<file path="src/rtl/image_convolution_mirror_edge_defines.svh">
// Assertion macros for the image convolution block
`ifndef IMAGE_CONVOLUTION_MIRROR_EDGE_DEFINES_SVH
`define IMAGE_CONVOLUTION_MIRROR_EDGE_DEFINES_SVH
// Assert that an antecedent implies a consequent on the next clock
`define ICME_ASSERT_NEXT(label, clk, rst_n, ante, cons, msg) \
	label: assert property (@(posedge clk) disable iff (!rst_n) (ante) |=> (cons)) \
		else $error(msg);
// Assert that a condition always holds
`define ICME_ASSERT_ALWAYS(label, clk, rst_n, cond, msg) \
	label: assert property (@(posedge clk) disable iff (!rst_n) (cond)) else $error(msg);
`endif

</file>
<file path="src/rtl/icme_pkg.sv">
// Shared constants and helpers for the image convolution block
`timescale 1ns / 1ps
package icme_pkg;
	localparam int MAX_WIDTH_D  = 256;
	localparam int MAX_HEIGHT_D = 256;
	localparam int MAX_KERNEL_D = 5;
	localparam int COEF_ROWS    = 5;
	localparam int CFG_IDX_W    = 3;
	localparam int CFG_DATA_W   = 40;
	localparam logic [CFG_IDX_W-1:0] REG_DIVISOR = 3'd5;
	localparam logic [CFG_IDX_W-1:0] REG_KSIZE   = 3'd6;
	localparam logic [CFG_IDX_W-1:0] REG_WIDTH   = 3'd7;
	localparam logic OP_LOAD = 1'b0;
	localparam logic OP_READ = 1'b1;

	typedef struct packed {
		logic        start;
		logic signed [24:0] dividend;
		logic [11:0] divisor;
	} div_req_t;
endpackage

</file>
<file path="src/rtl/icme_divider.sv">
// Radix-2 signed-by-unsigned divider, truncating toward zero, clamped to 0..255
`timescale 1ns / 1ps
`include "image_convolution_mirror_edge_defines.svh"
module icme_divider (
	input  logic              clk,
	input  logic              arst_n,
	input  icme_pkg::div_req_t req,
	output logic              done,
	output logic [7:0]        result
);
	logic [24:0] rem_q;
	logic [24:0] quo_q;
	logic [24:0] num_q;
	logic [11:0] den_q;
	logic        neg_q;
	logic        busy_q;
	logic [4:0]  cnt_q;
	logic [25:0] trial;

	assign trial = {rem_q, num_q[24]} - {14'd0, den_q};

	always_ff @(posedge clk or negedge arst_n) begin
		if (!arst_n) begin
			busy_q <= 1'b0;
			done   <= 1'b0;
			cnt_q  <= '0;
		end else begin
			done <= 1'b0;
			if (req.start) begin
				busy_q <= 1'b1;
				cnt_q  <= 5'd0;
			end else if (busy_q) begin
				cnt_q <= cnt_q + 5'd1;
				if (cnt_q == 5'd24) begin
					busy_q <= 1'b0;
					done   <= 1'b1;
				end
			end
		end
	end

	always_ff @(posedge clk) begin
		if (req.start) begin
			neg_q <= req.dividend[24];
			num_q <= req.dividend[24] ? 25'(-req.dividend) : 25'(req.dividend);
			den_q <= (req.divisor == 12'd0) ? 12'd1 : req.divisor;
			rem_q <= '0;
			quo_q <= '0;
		end else if (busy_q) begin
			num_q <= {num_q[23:0], 1'b0};
			if (!trial[25]) begin
				rem_q <= trial[24:0];
				quo_q <= {quo_q[23:0], 1'b1};
			end else begin
				rem_q <= {rem_q[23:0], num_q[24]};
				quo_q <= {quo_q[23:0], 1'b0};
			end
		end
	end

	always_comb begin
		if (neg_q || quo_q == 25'd0)
			result = 8'd0;
		else if (quo_q > 25'd255)
			result = 8'd255;
		else
			result = quo_q[7:0];
	end

	`ICME_ASSERT_NEXT(a_done_from_busy, clk, arst_n, done, !busy_q, "divider done while busy")
	`ICME_ASSERT_ALWAYS(a_cnt_range, clk, arst_n, !busy_q || cnt_q <= 5'd24, "divider count overflow")
	`ICME_ASSERT_NEXT(a_start_busy, clk, arst_n, req.start, busy_q, "divider did not start")
endmodule

</file>
<file path="config.mk">
export PLATFORM = sky130hd
export DESIGN_NAME = icme_divider
export DESIGN_NICKNAME = d
export VERILOG_FILES = /design/src/rtl/icme_pkg.sv /design/src/rtl/icme_divider.sv
export VERILOG_INCLUDE_DIRS = /design/src /design/src/rtl
export SDC_FILE = /design/constraint.sdc
export NUM_CORES = 1
export LEC_CHECK = 0
export BUFFER_PORTS_ARGS = -buffer_cell sky130_fd_sc_hd__clkbuf_2
export CELL_PAD_IN_SITES_DETAIL_PLACEMENT = 0
export CELL_PAD_IN_SITES_GLOBAL_PLACEMENT = 1
export CORE_MARGIN = 2
export CORE_UTILIZATION = 50
export DETAILED_ROUTE_END_ITERATION = 8
export HOLD_SLACK_MARGIN = 0.02
export PLACE_DENSITY = 0.83
export SYNTH_ARGS = -nofsm -noshare
export SYNTH_HDL_FRONTEND = slang
export SYNTH_SLANG_ARGS = --single-unit
export TNS_END_PERCENT = 1
</file>
<file path="constraint.sdc">
create_clock -name clk -period 5.8 [get_ports clk]
set_input_delay 0 -clock clk [delete_from_list [all_inputs] [get_ports clk]]
set_output_delay 0 -clock clk [all_outputs]
set_load 0.05 [all_outputs]
</file>
==> flow_summary.toml <==
[sta]
worstMarginPinSlew_ns = 1.16
setup_violations = 0
timing.final.ws_setup_ns = 2.54
finalCritPeriodShare_pct = 56.3
finClkSkew_ns = 0.0176
final_hold_viol_count = 0
fmax_mhz = 306
period_minus_slack_ns = 3.26
finalMaxSlewViolations = 0
rsz0062_at_grt = "no"
tns_ns = 0
relSlewSlack_pct = 21.9

[placement]
gp_congestion = 0.843
post-place-ws_ns = 2.63
hpwl_um = 6740
port_buffers = 48

[routing]
drtAntennaViolNets = 0
drt-total-wl_um = 9890
drcViolationCount = 0
detail_route.wl_per_cell_um = 13.4
drtIter0Drc = 112
vias = 3934
via_per_inst = 5.35
first_pass_iters = 4

[power_and_ir_drop]
p_leak_uw = 0.00247
p_per_area_nw_per_um2 = 406
ir_drop_v = 0.000202

[layout]
fillers = 956
utilization_pct = 57.1
area_delta_synth_final_pct = 12.1
antennaDiodeCount = 0
final_cell_mix = "93 x nor2_1, 50 x dfxtp_1, 47 x clkbuf_2, 45 x a21oi_1, 38 x edfxtp_1"
drive_above_1_share_pct = 13.7
layout_commonest_cell = "nor2_1"
layout.nets = 651
multi_input_area_um2 = 2610
regArea_um2 = 2320

[floorplanning]
die_y_um = 106
rows = 37
core_um2 = 10200
ios = 49
start_util_pct = 50.9
die_area_um2 = 11200
die_w_um = 106

[synth]
synthCells = 558
synth_seq_area_share_pct = 44.7
synth_top_family_by_area = "simple AND/OR/NAND/NOR gates"
syn_avg_cell_area_um2 = 9.30
synth-compound-area-share_pct = 13.8
yosys.area_share.xor_xnor_pct = 7.94
synthAdderAreaFrac_pct = 4.00
synthesis.area_um2 = 5190
synth-simple-area-share_pct = 17.6
synth_edf_count = 38
yosysUniqueCellTypes = 52
synth-seq-cells = 95
syn-num-nets = 614
synth.area.top_cells = "edfxtp_1 22%, dfxtp_1 19%, nor2_1 6.7%"
ys_async_sr_fraction_pct = 7.37
muxShareOfSynthArea_pct = 6.99
yosys.area.top_type = "edfxtp_1"
synth_top_area_share_pct = 22.0
synthFlopType = "dfxtp_1"
yosys_warnings = 0

[critical_path]
critPathLaunchType = "flip-flop"
ff2ff_path_depth = 9
r2r_setup_slack_ns = 2.54
cp-end-kind = "flip-flop"
arrival_ns = 3.53
path_max_fanout = 7
cp.required_ns = 6.07
critical_path_class = "flip-flop to flip-flop"

[grt]
grt_max_degree = 99
grt_pass1_vias = 3758
grt_use_total_pct = 18.6
grt_first_pass_wirelength_um = 17000
antenna_found_initial = 0
grt_overflow = 0

[clock_network]
tritoncts = "built"
cts.path.max_buffers = 2
ctsHtreeMaxLevel = 3
post_cts_buffers = 0
ctsRootBufferMaster = "clkbuf_8"
clock_sinks = 95
clkTransAtPathRegs_ns = 0.10
hold_buffers = 16
clk_latency_ns = 0.36
cts_resized = 0
numCtsBuffers = 9

[status]
status = "completed"

[worst_hold_path]
min_path_cells = 3
hold_class = "primary input to flip-flop"

[run]
cap_violations = 0
## cells in the mapped netlist, types with 6 or more instances
| library cell | number |
|---|---|
| buf_2 | 6 |
| buf_1 | 7 |
| nor3_1 | 8 |
| xnor2_1 | 18 |
| o21ai_0 | 11 |
| nand2_1 | 26 |
| dfxtp_1 | 50 |
| dfrtp_1 | 7 |
| edfxtp_1 | 38 |
| xor2_1 | 29 |
| nor2_1 | 93 |
| ha_1 | 15 |
| a211oi_1 | 26 |
| nor4_1 | 17 |
| a21oi_1 | 45 |
| mux2i_1 | 34 |
| clkbuf_1 | 28 |
| inv_1 | 26 |
## layout make-up
class,count,share of cell area (%)
well taps,136,2.93
repair buffers,67,7.31
multi-input cells,396,44.9
inverters,26,1.68
clock inverters,4,0.473
flip-flops and latches,95,39.9
clock buffers,12,2.86
## metrics by stage
stage / std cells / cell area [um^2] / hold slack (ns) / power (uW)
finish: 736 / 5820 / 0.0309 / 2360
global route: 736 / 5820 / 0.0496 / 2540
CTS: 736 / 5820 / 0.0218 / 2380
detailed placement: 704 / 5460 / -0.152 / 1940
global placement: 704 / 5460 / -0.158 / 1920
floorplan: 558 / 5190 / -0.296 / 1750
## power by group
part	switching [uW]	internal [uW]	total (uW)
logic	544	475	1020
clock network	233	194	427
registers	101	814	915
## final timing paths
check | end | start
setup / recovery | rem_q[18] | den_q[0]
hold / removal | num_q[23] | req[35]
setup reg to reg | rem_q[18] | den_q[0]
hold reg to reg | rem_q[7] | rem_q[7]
max in group asynchronous | busy_q | arst_n
min in group asynchronous | cnt_q[1] | arst_n
## logic make-up (layout without fill, tap and decap cells)
logic type / after synthesis / in the layout
simple gates: 187 / 187
flops: 95 / 95
fa+ha+maj: 16 / 16
compound gates: 110 / 110
buf+inv: 67 / 109
mux: 36 / 36
xor+xnor: 47 / 47
## sequential cells by signal (all words and copies together), names as in the netlist
signal / cells
done: 1
den_q: 12
num_q: 25
rem_q: 25
cnt_q: 5
quo_q: 25
busy_q: 1
neg_q: 1
## critical path, stage by stage, from the launching register on
cell and delay, ns:
edfxtp_1 0.42, ha_1 0.22, fa_1 0.39, nor2b_1 0.21, o211ai_1 0.14, a31o_2 0.28
a211oi_1 0.90, a211oi_1 0.22, xnor2_1 0.18, a211oi_1 0.22
## per-layer routing
metal	track usage, %	part of all wire [%]	vias to the layer above
met4	7.24	1.4	0
met3	2.84	2.9	11
met5	0	0	-
met1	23.8	48	1829
li1	-	-	2042
met2	31.7	48	52
(Power assumes the default switching activity.)
